**config.mk**
```make
export PLATFORM = sky130hd
export DESIGN_NAME = s2ptb_useq
export DESIGN_NICKNAME = d
export VERILOG_FILES = /design/src/hw/rtl/s2ptb_pkg.sv /design/src/hw/rtl/s2ptb_useq.sv
export SDC_FILE = /design/constraint.sdc
export NUM_CORES = 1
export LEC_CHECK = 0
export BUFFER_PORTS_ARGS = -buffer_cell sky130_fd_sc_hd__buf_4
export CORE_AREA = 2 2 44 46
export CTS_BUF_LIST = sky130_fd_sc_hd__clkbuf_4 sky130_fd_sc_hd__clkbuf_8
export CTS_CLUSTER_SIZE = 10
export DETAILED_ROUTE_END_ITERATION = 16
export DIE_AREA = 0 0 46 48
export PLACE_DENSITY_LB_ADDON = 0.15
export REMOVE_ABC_BUFFERS = 1
export SYNTH_ARGS = -nofsm -noshare
export SYNTH_HDL_FRONTEND = slang
export SYNTH_SLANG_ARGS = --single-unit
export TNS_END_PERCENT = 100
```
**constraint.sdc**
```tcl
create_clock -name clk -period 5.2 [get_ports clk]
set_clock_uncertainty 0.2 [all_clocks]
set_input_delay 0.26 -clock clk [delete_from_list [all_inputs] [get_ports clk]]
set_output_delay 0.26 -clock clk [all_outputs]
set_load 0.01 [all_outputs]
```
**src/hw/rtl/s2ptb_pkg.sv**
```systemverilog
// types, constants and the microcode rom of the stage-2 table builder
// used by s2ptb_useq, s2ptb_dpath and the core; depends on nothing
`timescale 1ns / 1ps
`default_nettype none

package s2ptb_pkg;

    localparam int SLOT_W   = 9;    // 512 entries per table
    localparam int PAGE_W   = 36;
    localparam int OFS_W    = 12;
    localparam int PADDR_W  = 48;
    localparam int ROOT_W   = 6;
    localparam int IA_W     = 27;
    localparam int STATUS_W = 2;

    localparam logic [OFS_W-1:0] DESC_TABLE = 12'h003;
    localparam logic [OFS_W-1:0] DESC_PAGE  = 12'h4D3;  // af, rw, normal memory, page

    localparam logic [STATUS_W-1:0] ST_DESC = 2'd0;
    localparam logic [STATUS_W-1:0] ST_ROOT = 2'd1;
    localparam logic [STATUS_W-1:0] ST_FAIL = 2'd2;

    localparam logic ACT_ALLOC = 1'b0;

    typedef struct packed {
        logic              action;
        logic [ROOT_W-1:0] root_table;
        logic [IA_W-1:0]   ia_page;
        logic [PAGE_W-1:0] oa_page;
        logic              last_page;
    } in_item_t;

    typedef struct packed {
        logic [PADDR_W-1:0]  write_addr;
        logic [PADDR_W-1:0]  write_data;
        logic [STATUS_W-1:0] status;
        logic                range_done;
        logic                last;
    } out_item_t;

    typedef enum logic [3:0] {
        STEP_IDLE     = 4'd0,
        STEP_CHK_FAIL = 4'd1,
        STEP_CHK_KIND = 4'd2,
        STEP_RD_ENTRY = 4'd3,
        STEP_RD_BACK  = 4'd4,
        STEP_CHK_HIT  = 4'd5,
        STEP_CHK_POOL = 4'd6,
        STEP_LINK     = 4'd7,
        STEP_FOLLOW   = 4'd8,
        STEP_PAGE     = 4'd9,
        STEP_ROOT_CHK = 4'd10,
        STEP_ROOT     = 4'd11,
        STEP_SET_FAIL = 4'd12,
        STEP_FAIL     = 4'd13
    } step_t;

    typedef enum logic [2:0] {
        C_NEVER,
        C_ALWAYS,
        C_NO_ITEM,
        C_BAD,
        C_ALLOC,
        C_HIT,
        C_FULL,
        C_LVL_FIRST
    } cond_t;

    typedef enum logic [1:0] {
        E_TABLE,
        E_PAGE,
        E_ROOT,
        E_FAIL
    } emit_kind_t;

    typedef struct packed {
        logic       accept;
        cond_t      cond;
        step_t      target;
        logic       rd_entry;
        logic       rd_back;
        logic       link;
        logic       alloc_root;
        logic       set_fail;
        logic       follow;
        logic       emit;
        emit_kind_t kind;
        logic       emit_last;
    } ctrl_t;

    // control word plus the go signal that qualifies every side effect
    typedef struct packed {
        ctrl_t word;
        logic  fire;
    } useq_t;

    typedef struct packed {
        logic item_valid;
        logic bad;
        logic alloc;
        logic hit;
        logic full;
        logic lvl_first;
        logic out_free;
    } flags_t;

    function automatic ctrl_t ucode_rom(input step_t step);
        ctrl_t w;
        w        = '0;
        w.cond   = C_NEVER;
        w.target = STEP_IDLE;
        w.kind   = E_FAIL;
        case (step)
            STEP_IDLE:
            begin
                w.accept = 1'b1;
                w.cond   = C_NO_ITEM;
                w.target = STEP_IDLE;
            end
            STEP_CHK_FAIL:
            begin
                w.cond   = C_BAD;
                w.target = STEP_FAIL;
            end
            STEP_CHK_KIND:
            begin
                w.cond   = C_ALLOC;
                w.target = STEP_ROOT_CHK;
            end
            STEP_RD_ENTRY:
            begin
                w.rd_entry = 1'b1;
            end
            STEP_RD_BACK:
            begin
                w.rd_back = 1'b1;
            end
            STEP_CHK_HIT:
            begin
                w.cond   = C_HIT;
                w.target = STEP_FOLLOW;
            end
            STEP_CHK_POOL:
            begin
                w.cond   = C_FULL;
                w.target = STEP_SET_FAIL;
            end
            STEP_LINK:
            begin
                w.link = 1'b1;
                w.emit = 1'b1;
                w.kind = E_TABLE;
            end
            STEP_FOLLOW:
            begin
                w.follow = 1'b1;
                w.cond   = C_LVL_FIRST;
                w.target = STEP_RD_ENTRY;
            end
            STEP_PAGE:
            begin
                w.emit      = 1'b1;
                w.kind      = E_PAGE;
                w.emit_last = 1'b1;
                w.cond      = C_ALWAYS;
                w.target    = STEP_IDLE;
            end
            STEP_ROOT_CHK:
            begin
                w.cond   = C_FULL;
                w.target = STEP_SET_FAIL;
            end
            STEP_ROOT:
            begin
                w.alloc_root = 1'b1;
                w.emit       = 1'b1;
                w.kind       = E_ROOT;
                w.emit_last  = 1'b1;
                w.cond       = C_ALWAYS;
                w.target     = STEP_IDLE;
            end
            STEP_SET_FAIL:
            begin
                w.set_fail = 1'b1;
            end
            STEP_FAIL:
            begin
                w.emit      = 1'b1;
                w.kind      = E_FAIL;
                w.emit_last = 1'b1;
                w.cond      = C_ALWAYS;
                w.target    = STEP_IDLE;
            end
            default:
            begin
                w.cond   = C_ALWAYS;
                w.target = STEP_IDLE;
            end
        endcase
        return w;
    endfunction

endpackage

`default_nettype wire

```
**src/hw/rtl/s2ptb_useq.sv**
```systemverilog
// microcode sequencer: step counter, control rom and conditional jumps
// depends on s2ptb_pkg
`timescale 1ns / 1ps
`default_nettype none

module s2ptb_useq
    import s2ptb_pkg::*;
(
    input  wire logic   clk,
    input  wire logic   rst_n,
    input  wire flags_t flags,
    output useq_t       useq
);

    step_t step_reg;
    step_t step_next;
    ctrl_t word;
    logic  hold;
    logic  taken;

    always_comb
    begin
        word = ucode_rom(step_reg);
        // an emitting step waits for room in the output register
        hold = word.emit && !flags.out_free;
        case (word.cond)
            C_NEVER:     taken = 1'b0;
            C_ALWAYS:    taken = 1'b1;
            C_NO_ITEM:   taken = !flags.item_valid;
            C_BAD:       taken = flags.bad;
            C_ALLOC:     taken = flags.alloc;
            C_HIT:       taken = flags.hit;
            C_FULL:      taken = flags.full;
            C_LVL_FIRST: taken = flags.lvl_first;
            default:     taken = 1'b0;
        endcase
    end

    always_comb
    begin
        if (hold)
        begin
            step_next = step_reg;
        end
        else if (taken)
        begin
            step_next = word.target;
        end
        else
        begin
            step_next = step_t'(step_reg + 4'd1);
        end
    end

    always_comb
    begin
        useq.word = word;
        useq.fire = !hold;
    end

    always_ff @(posedge clk or negedge rst_n)
    begin
        if (!rst_n)
        begin
            step_reg <= STEP_IDLE;
        end
        else
        begin
            step_reg <= step_next;
        end
    end

endmodule

`default_nettype wire

```
==> impl_results.md, run 1 <==
* Synth Area in XOR/XNOR at 0.0127
* Total setup buffers inserted after CTS at 0
* Ranking of synthesized cells by area: dfrtp_1 (15%), ha_1 (7.3%), inv_1 (5.4%), nand2_1 (3.8%), a21oi_1 (3.6%)
* CP arrival at between 2 and 3 ns
* Tot GR Track Use at 0.158
* Cell Chain, Critical Path: inv_1 -> ha_1 -> or4b_4 -> a21oi_2 -> a32oi_2 -> mux2i_4 -> nor3b_1 -> a311o_1
* Max cap viols at 0
* Sw Share at 0.479
* FMAX at 383 MHz
* Largest register FFs at 4
* Synth Area in Adders at 0.0726
* Reg2reg start: step_reg[0]$_DFFE_PN0N_
* Final hold vios at 0
* RSZ-0062 raised after global routing: no
* Final Max Slew Viols at 0
* Diodes inserted at 0
* Compound-Gate Fraction of Synth Area at 0.299
* Pwr Total at 679 uW
* Crit share post-route at 0.503
* Seq/Total Area, Yosys at 0.145
* Vias in the first global route at 574
* Final setup fails at 0
* Met3 Use GR at 0.0566
* # port buffers at 27
* DRC at 0
* Status: finished, final reports clean
* CP endpoint kind: flop
* Fin cells at 128
* Final Wtd Congestion at 0.793
* GR Overflow Total at 0
* Comb power frac at 0.800
* Distinct cells, synth at 38
* Sequential power share at 0.144
* Rows at 15
* Crit path launch type: flop
* Switching power at 326 uW
* CTS Buf Count at 3
* Slew @ Worst Pin at 0.635 ns
* Layout cells sized above 1 at 0.423
* Max-slew headroom at 0.577
* Top delay family on crit path: simple AND/OR/NAND/NOR gates
* Synthesized instance count at 85
* Synthesis-to-finish area growth at 30.7%
* HP Start: flags[0]
* CTS tree: built
* Htree depth at 1
* Post-DP HPWL at 1270 um
* Initial antenna violation count at 0
* FF+latch count, synth at 4
* Die area at between 2000 and 2500 sq um
* Post-synth top area share at 0.145
* Via count at between 600 and 700
* Final-layout fill cell count at between 150 and 200
* Final Critical Period at 2.61 ns
* Peak VDD IR at between 0.3 and 0.4 mV
* Int Pwr at about 350 uW
* Critical path buffers and inverters at 1
* Critical Path Fanout Max at 10
* Fin util at 0.533
* First-pass DRT Iterations at 4
* CP max stage delay at 0.56 ns
* Largest net degree at the start of global routing at 23
* CP Data Required Time at between 5 and 6 ns
* Power share of the clock group at 0.056
* Initial Util at 0.408
* CTS clk-pin slew, worst paths at 0.04 ns
* Die width at 46 um
* Chip height at 48 um
* Initial DRC Count at 8
* Largest family of logic cells by synthesized area: compound AO/OA/AOI/OAI gates
* GR Util met2 at 0.253
* Mux contribution to synthesized area at 0.0617
* DR WL/cell at 12.6 um
* Avg Inst Size Synth at between 8 and 9 sq um
* Busiest grt layer: met2
* Synth Area in Simple Gates at 0.289
* Power per cell area at 754 nW/um^2
* Crit path launch: step_reg[0]$_DFFE_PN0N_
* Setup TNS at 0 ns
* Global-route wire length before repair at 2550 um
* Clock Latency Late Sink at ~0.24 ns
* Top Ports at 28
* CP Class: flop to flop
* Core area at ~1700 sq um
* Leakage power at 0.438 nW
* Antenna Nets Post-Route at 0
* Synth Warn # at 0
* Worst path slowest cell: or4b_4
* Hold crit path type: primary input to flop
* DP Cell Count at approximately 120
* Min Hold Slack at between 0.03 and 0.04 ns
* Yosys top cell by area: dfrtp_1
* Post-detailed-route via-to-cell ratio at 5.32
* DRT Wirelength at 1610 um
* Clock Sinks at 4
* Clock buffer depth at 2
* M1 GR Usage at 0.218
* Final nets at 126
* Area of the mapped netlist at 689 sq um
* CTS root buf: clkbuf_4
## synth_stat cells, drive strengths merged
cell type and instances:
inv 10, a21oi 7, nand2 7, o21ai 7
buf 5, dfrtp 4, ha 4, nor2b 4
and2 3, mux2i 3, nand3b 3, nor2 3
a31o 2, and2b 2, nand3 2, nor3b 2
o211ai 2, or2b 2, a211oi 1, a21bo 1
a2bb2oi 1, a311o 1, a31oi 1, a32o 1
a32oi 1, and3 1, nand2b 1, nor4 1
o22ai 1, or4b 1, xnor2 1
## area by class of cell
type,count,area [sq um],area share
timing repair buffer,28,213,0.236
multi-input combinational,66,507,0.563
tap,17,21.3,0.0236
inverter,10,37.5,0.0417
sequential,4,100,0.111
clock buffer,3,22.5,0.0250
## stage by stage
step / instance area, sq um / worst slack (ns)
after floorplan: 644 / 2.80
after global placement: 868 / 2.62
after detailed placement: 868 / 2.59
after CTS: 901 / 2.58
after global routing: 901 / 2.41
final: 901 / 2.59
## kinds of logic after synthesis
kind of cell,after synthesis
simple gates,32
compound gates,26
buf+inv,15
fa+ha+maj,4
flops,4
mux,3
xor+xnor,1
## worst paths after layout
check	end	slack (ns)	depth (start not counted)
worst max-delay path	step_reg[1]$_DFFE_PN0N_	2.59	8
worst min-delay path	step_reg[3]$_DFFE_PN0N_	0.04	2
worst max register to register	step_reg[1]$_DFFE_PN0N_	2.59	8
worst min register to register	step_reg[0]$_DFFE_PN0N_	0.46	2
max in group asynchronous	step_reg[1]$_DFFE_PN0N_	4.54	2
min in group asynchronous	step_reg[3]$_DFFE_PN0N_	0.15	2
## power groups by stage
stage / clock, mW / combinational [mW] / sequential (mW)
finish: 0.0379 / 0.543 / 0.0976
global route: 0.0423 / 0.599 / 0.104
CTS: 0.0398 / 0.548 / 0.0961
detailed placement: 0 / 0.547 / 0.0965
global placement: 0 / 0.543 / 0.0968
floorplan: 0 / 0.385 / 0.0849
## worst reg2reg max path: cells and delay by family, from the launching register on
family                   cells  cell delay, ns
adder cells (fa/ha/maj)      1            0.33
flip-flops                   1            0.38
AO/OA/AOI/OAI                3            0.55
multiplexers                 1            0.27
AND/OR/NAND/NOR              2            0.65
buffers and inverters        1            0.10
## metal layers
metal / vias up / part of all wire / wire, um
li1: 353 / - / -
met1: 306 / 0.49 / 787
met2: 22 / 0.45 / 729
met3: 0 / 0.056 / 90
met4: 0 / 0 / 0
met5: - / 0 / 0
## cells in the final DEF, fill, tap and decap left out, types with 2 or more instances in the layout
master	n
buf_4	27
inv_1	10
nand2_1	7
a21oi_1	5
o21ai_0	5
nor2b_1	4
ha_1	4
dfrtp_1	4
nand3b_1	3
nor2_1	3
clkbuf_4	3
nor3b_1	2
and2_1	2
or2b_2	2
and2b_2	2
nand3_1	2
a21oi_2	2
a31o_1	2
mux2i_1	2
## what timing repair did
item,in CTS,in global routing
hold buffers,1,0
gates resized for setup,0,0
endpoints found under the hold margin,4,0
No activity file was read; power rests on OpenSTA's default activity.
==> inputs of run 2 (changes only) <==
--- a/config.mk
+++ b/config.mk
@@ -5,6 +5,7 @@
 export SDC_FILE = /design/constraint.sdc
 export NUM_CORES = 1
 export LEC_CHECK = 0
+export ABC_AREA = 1
 export BUFFER_PORTS_ARGS = -buffer_cell sky130_fd_sc_hd__buf_4
 export CORE_AREA = 2 2 44 46
 export CTS_BUF_LIST = sky130_fd_sc_hd__clkbuf_4 sky130_fd_sc_hd__clkbuf_8
==> constraint.sdc (replaced) <==
create_clock -name clk -period 2.4 [get_ports clk]
set_clock_uncertainty 0.2 [all_clocks]
set_input_delay 0.12 -clock clk [delete_from_list [all_inputs] [get_ports clk]]
set_output_delay 0.12 -clock clk [all_outputs]
set_load 0.01 [all_outputs]
==> impl_results.md, run 2 <==
* Die area at 2210 sq um (unchanged)
* FMAX at 481 MHz (was 383 MHz)
* Clock buffer depth at 2 (unchanged)
* Post-synth top area share at 0.163 (was 0.145)
* Synthesized instance count at 108 (was 85)
* Slew @ Worst Pin at 0.524 ns (was 0.635 ns)
* Crit path launch type: flop (unchanged)
* Final setup fails at 0 (unchanged)
* Layout cells sized above 1 at 0.423 (about the same)
* Clock Sinks at 4 (unchanged)
* Tot GR Track Use at 0.155 (was 0.158)
* # port buffers at 27 (unchanged)
* Die width at 46 um (unchanged)
* Distinct cells, synth at 23 (was 38)
* CP Class: flop to flop (unchanged)
* Largest register FFs at 4 (unchanged)
* Main synth FF type: dfrtp_1 (unchanged)
* Largest net degree at the start of global routing at 11 (was 23)
* Async SR Flop Fraction at 1.00 (unchanged)
* Register area at 100 sq um (unchanged)
* Antenna Nets Post-Route at 0 (unchanged)
* CP arrival at 2.00 ns (was 2.52 ns)
* DR WL/cell at 10.3 um (was 12.6 um)
* CTS tree: built (unchanged)
* CP dominant cell by count: nand2_4
* Count leader, synth: nand2_1 (was inv_1)
* Synth Warn # at 0 (unchanged)
* Top Ports at 28 (unchanged)
* Area of the mapped netlist at 691 sq um (was 689 sq um)
* Initial DRC Count at 11 (was 8)
* Worst path slowest cell: dfrtp_1 (was or4b_4)
* CTS Buf Count at 3 (unchanged)
* Core area at 1690 sq um (unchanged)
* CTS clk-pin slew, worst paths at 0.03 ns (was 0.04 ns)
* Chip height at 48 um (unchanged)
* Post-synth EDFFs at 0 (unchanged)
* Final Max Slew Viols at 0 (unchanged)
* DRC at 0 (unchanged)
* Via count at 702 (was 681)
* Final Critical Period at 2.08 ns (was 2.61 ns)
* Max-slew headroom at 0.651 (was 0.577)
* CP endpoint kind: flop (unchanged)
* Ranking of synthesized cells by area: nand2_1 (16%), dfrtp_1 (14%), nand2_2 (10%), nand2_4 (8.2%), ha_1 (7.2%) (was dfrtp_1 (15%), ha_1 (7.3%), inv_1 (5.4%), nand2_1 (3.8%), a21oi_1 (3.6%))
* Synthesis-to-finish area growth at 33.9% (was 30.7%)
* Rows at 15 (unchanged)
* Htree depth at 1 (unchanged)
* Seq/Total Area, Yosys at 0.145 (about the same)
* Initial Util at 0.409 (was 0.408)
* Total setup buffers inserted after CTS at 0 (unchanged)
* DP Cell Count at 150 (was 124)
* GR Overflow Total at 0 (unchanged)
* Final nets at 152 (was 126)
* Critical path buffers and inverters at 1 (unchanged)
* Hold crit path type: primary input to asynchronous set/reset pin (was primary input to flop)
* Diodes inserted at 0 (unchanged)
* Setup TNS at 0 ns (unchanged)
* Crit share post-route at 0.867 (was 0.503)
* RSZ-0062 raised after global routing: no (unchanged)
* Final Wtd Congestion at 0.818 (was 0.793)
* Final hold vios at 0 (unchanged)
* DRT Wirelength at 1590 um (was 1610 um)
* CTS root buf: clkbuf_4 (unchanged)
* Initial antenna violation count at 0 (unchanged)
* FF+latch count, synth at 4 (unchanged)
* CTS resizes at 0 (unchanged)
* CP max stage delay at 0.43 ns (was 0.56 ns)
* Most frequent cells after synthesis: nand2_1 (30), inv_1 (13), nand2_2 (11), nor2_1 (9), nand3_1 (8) (was inv_1 (10), nand2_1 (7), a21oi_1 (5), o21ai_0 (5))
* Fin cells at 154 (was 128)
* Critical Path Fanout Max at 6 (was 10)
* Status: finished, final reports clean (unchanged)
* Multi-input logic area at 493 sq um (was 507 sq um)
* Yosys top cell by area: nand2_1 (was dfrtp_1)
* Max cap viols at 0 (unchanged)
* Global-route wire length before repair at 2560 um (was 2550 um)
* Avg Inst Size Synth at 6.40 sq um (was 8.11 sq um)
* Final-layout fill cell count at 178 (was 167)
* Cell Chain, Critical Path: inv_1 -> ha_1 -> nand2_4 -> nand2_2 -> nand2_4 -> nand2_4 -> or2_0 -> nand2_2 -> nand2_4 -> nand3_1 -> nand2_1 -> nand2_1 -> nand2_1 (was inv_1 -> ha_1 -> or4b_4 -> a21oi_2 -> a32oi_2 -> mux2i_4 -> nor3b_1 -> a311o_1)
* Top delay family on crit path: simple AND/OR/NAND/NOR gates (unchanged)
* Clock Latency Late Sink at 0.23 ns (was 0.24 ns)
* Most frequent cells in the layout: nand2_1 (30), buf_4 (27), inv_1 (13), nand2_2 (11), nor2_1 (9) (was buf_4 (27), inv_1 (10), nand2_1 (7), a21oi_1 (5), o21ai_0 (5))
* First-pass DRT Iterations at 4 (unchanged)
* Post-detailed-route via-to-cell ratio at 4.56 (was 5.32)
* Post-DP HPWL at 1340 um (was 1270 um)
* Vias in the first global route at 630 (was 574)
* Most common cell after layout, fill and taps aside: nand2_1 (was buf_4)
* CP Data Required Time at 2.32 ns (was 5.11 ns)
## run 2: area by class of cell
cell class	instances	share of cell area
repair buffers	28	0.230
well taps	17	0.0230
flip-flops and latches	4	0.108
multi-input cells	84	0.533
clock buffers	3	0.0244
inverters	18	0.0812
## run 2: kinds of logic (layout without fill, tap and decap cells)
kind of cell	after synthesis	in the layout	share of synthesized area
AO/OA/AOI/OAI	5	5	0.0417
XOR/XNOR	1	1	0.0127
adder cells (fa/ha/maj)	4	4	0.0725
buffers and inverters	20	49	0.141
flip-flops	4	4	0.145
AND/OR/NAND/NOR	74	74	0.587
## run 2: repair_timing
item                                    CTS  global route
hold buffers                              1             0
hold endpoints to repair                  4             0
endpoints found under the setup margin    0             0
## run 2: per-stage QoR
| step | area, sq um | util | setup slack [ns] | hold WS (ns) |
|---|---|---|---|---|
| after global placement | 892 | 0.528 | 0.331 | -0.279 |
| after CTS | 925 | 0.547 | 0.313 | 0.00938 |
| after floorplan | 668 | - | 0.450 | -0.376 |
| after detailed placement | 892 | 0.528 | 0.326 | -0.281 |
| final | 925 | 0.547 | 0.320 | 0.0260 |
| after global routing | 925 | 0.547 | 0.173 | 0.0333 |
## run 2: metal layers
layer,vias to the layer above,global-route usage,part of all wire
li1,388,-,-
met3,0,0,0.038
met1,301,0.207,0.47
met5,-,0,0
met4,0,0.0514,0
met2,13,0.272,0.49
## run 2: path summary, 6_finish.rpt
check	start	end	slack, ns	cells past startpoint
setup / recovery	step_reg[0]$_DFFE_PN0N_	step_reg[3]$_DFFE_PN0N_	0.32	13
hold / removal	rst_n	step_reg[3]$_DFFE_PN0N_	0.03	2
setup reg to reg	step_reg[0]$_DFFE_PN0N_	step_reg[3]$_DFFE_PN0N_	0.32	13
hold reg to reg	step_reg[1]$_DFFE_PN0N_	step_reg[1]$_DFFE_PN0N_	0.36	2
max in group asynchronous	rst_n	step_reg[2]$_DFFE_PN0N_	1.87	2
min in group clk	flags[0]	step_reg[3]$_DFFE_PN0N_	0.06	5
## run 2: worst register-to-register path, cell delays in order, from the launching register on
cell and delay, ns:
dfrtp_1 0.43, inv_1 0.10, ha_1 0.29, nand2_4 0.12
nand2_2 0.06, nand2_4 0.07, nand2_4 0.07, or2_0 0.21
nand2_2 0.09, nand2_4 0.08, nand3_1 0.08, nand2_1 0.07
nand2_1 0.05, nand2_1 0.05
Power of run 2 is not shown: default switching activity piles up to over one toggle a cycle in this logic, so the estimate is an artifact.
==> inputs of run 3 (changes only) <==
--- a/config.mk
+++ b/config.mk
@@ -12,7 +12,7 @@
 export CTS_CLUSTER_SIZE = 10
 export DETAILED_ROUTE_END_ITERATION = 16
 export DIE_AREA = 0 0 46 48
-export PLACE_DENSITY_LB_ADDON = 0.15
+export PLACE_DENSITY = 0.74
 export REMOVE_ABC_BUFFERS = 1
 export SYNTH_ARGS = -nofsm -noshare
 export SYNTH_HDL_FRONTEND = slang
==> impl_results.md, run 3 (same netlist as run 2, synthesis figures left out) <==
* GR Overflow Total at 0 (unchanged)
* DR WL/cell at 10.1 um (was 10.3 um)
* Max-slew headroom at 0.642 (was 0.651)
* DRC at 0 (unchanged)
* Rows at 15 (unchanged)
* CP Class: flop to flop (unchanged)
* Fin cells at 154 (unchanged)
* Vias in the first global route at 600 (was 630)
* Final-layout fill cell count at 180 (was 178)
* Hold crit path type: primary input to asynchronous set/reset pin (unchanged)
* Core area at 1690 sq um (unchanged)
* Die area at 2210 sq um (unchanged)
* Final Wtd Congestion at 0.831 (was 0.818)
* Clock Latency Late Sink at 0.23 ns (about the same)
* Tot GR Track Use at 0.149 (was 0.155)
* CTS clk-pin slew, worst paths at 0.03 ns (about the same)
* Fin util at 0.547 (unchanged)
* Initial Util at 0.409 (unchanged)
* Synthesis-to-finish area growth at 33.9% (unchanged)
* Most frequent cells in the layout: nand2_1 (30), buf_4 (27), inv_1 (13), nand2_2 (11), nor2_1 (9) (unchanged)
* Htree depth at 1 (unchanged)
* Crit share post-route at 0.867 (about the same)
* CTS tree: built (unchanged)
* Most common cell after layout, fill and taps aside: nand2_1 (unchanged)
* # port buffers at 27 (unchanged)
* Layout cells sized above 1 at 0.423 (unchanged)
* Final nets at 152 (unchanged)
* Die width at 46 um (unchanged)
* CTS Buf Count at 3 (unchanged)
* Cell Chain, Critical Path: inv_1 -> ha_1 -> nand2_4 -> nand2_2 -> nand2_4 -> nand2_4 -> or2_0 -> nand2_2 -> nand2_4 -> nand3_1 -> nand2_1 -> nand2_1 -> nand2_1 (unchanged)
* Total setup buffers inserted after CTS at 0 (unchanged)
* CTS root buf: clkbuf_4 (unchanged)
* DP Cell Count at 150 (unchanged)
* Crit path launch type: flop (unchanged)
* Final setup fails at 0 (unchanged)
* Setup TNS at 0 ns (unchanged)
* CP Data Required Time at 2.31 ns (was 2.32 ns)
* CP endpoint kind: flop (unchanged)
* Global-route wire length before repair at 2460 um (was 2560 um)
* Largest net degree at the start of global routing at 11 (unchanged)
* Chip height at 48 um (unchanged)
* DRT Wirelength at 1560 um (was 1590 um)
* RSZ-0062 raised after global routing: no (unchanged)
* CP max stage delay at 0.43 ns (about the same)
* Antenna Nets Post-Route at 0 (unchanged)
* Initial antenna violation count at 0 (unchanged)
* CTS resizes at 0 (unchanged)
* Final Critical Period at 2.08 ns (about the same)
* Clock buffer depth at 2 (unchanged)
* Final hold vios at 0 (unchanged)
* Post-DP HPWL at 1350 um (was 1340 um)
* Clock Sinks at 4 (unchanged)
* Diodes inserted at 0 (unchanged)
* Initial DRC Count at 19 (was 11)
* Critical Path Fanout Max at 6 (unchanged)
* First-pass DRT Iterations at 4 (unchanged)
* Final Max Slew Viols at 0 (unchanged)
* Post-detailed-route via-to-cell ratio at 4.73 (was 4.56)
* FMAX at 480 MHz (was 481 MHz)
* Slew @ Worst Pin at 0.537 ns (was 0.524 ns)
* CP dominant cell by count: nand2_4 (unchanged)
* Worst path slowest cell: dfrtp_1 (unchanged)
* Largest register FFs at 4 (unchanged)
* Top Ports at 28 (unchanged)
* Status: finished, final reports clean (unchanged)
* Via count at 728 (was 702)
* CP arrival at 2.00 ns (about the same)
* Max cap viols at 0 (unchanged)
-- run 3: worst max-delay path, delay by kind of cell, from the launching register on --
family,cells,cell delay [ns]
flip-flops,1,0.43
AND/OR/NAND/NOR,11,0.95
adder cells (fa/ha/maj),1,0.29
buffers and inverters,1,0.09
-- run 3: metal layers --
metal,up-vias,track usage,wire [um]
met5,-,0,0
met4,0,0.0629,0
met3,0,0.00755,77
met2,17,0.253,776
met1,322,0.198,701
li1,389,-,-
-- run 3: worst paths after layout --
kind	start	to	slack, ns	depth (start not counted)
max	step_reg[0]$_DFFE_PN0N_	step_reg[3]$_DFFE_PN0N_	0.32	13
min	rst_n	step_reg[3]$_DFFE_PN0N_	0.02	2
max reg2reg	step_reg[0]$_DFFE_PN0N_	step_reg[3]$_DFFE_PN0N_	0.32	13
min reg2reg	step_reg[1]$_DFFE_PN0N_	step_reg[1]$_DFFE_PN0N_	0.38	2
max in group asynchronous	rst_n	step_reg[1]$_DFFE_PN0N_	1.88	2
min in group clk	flags[0]	step_reg[3]$_DFFE_PN0N_	0.08	5
-- run 3: repair_timing --
item | 4_1_cts | 5_1_grt
hold endpoints to repair | 4 | 0
endpoints found under the setup margin | 0 | 0
hold buffers | 1 | 0
-- run 3: layout make-up --
class	instances	area, sq um	share of cell area
flip-flops and latches	4	100	0.108
clock buffers	3	22.5	0.0244
well taps	17	21.3	0.0230
repair buffers	28	213	0.230
inverters	18	75.1	0.0812
multi-input cells	84	493	0.533
-- run 3: stage by stage --
| step | hold slack (ns) | setup WS [ns] | instance area [sq um] |
|---|---|---|---|
| finish | 0.0214 | 0.318 | 925 |
| CTS | 0.0115 | 0.306 | 925 |
| floorplan | -0.376 | 0.450 | 668 |
| global route | 0.0367 | 0.153 | 925 |
| detailed placement | -0.282 | 0.311 | 892 |
| global placement | -0.282 | 0.367 | 892 |
Power of run 3 is left out for the same reason.
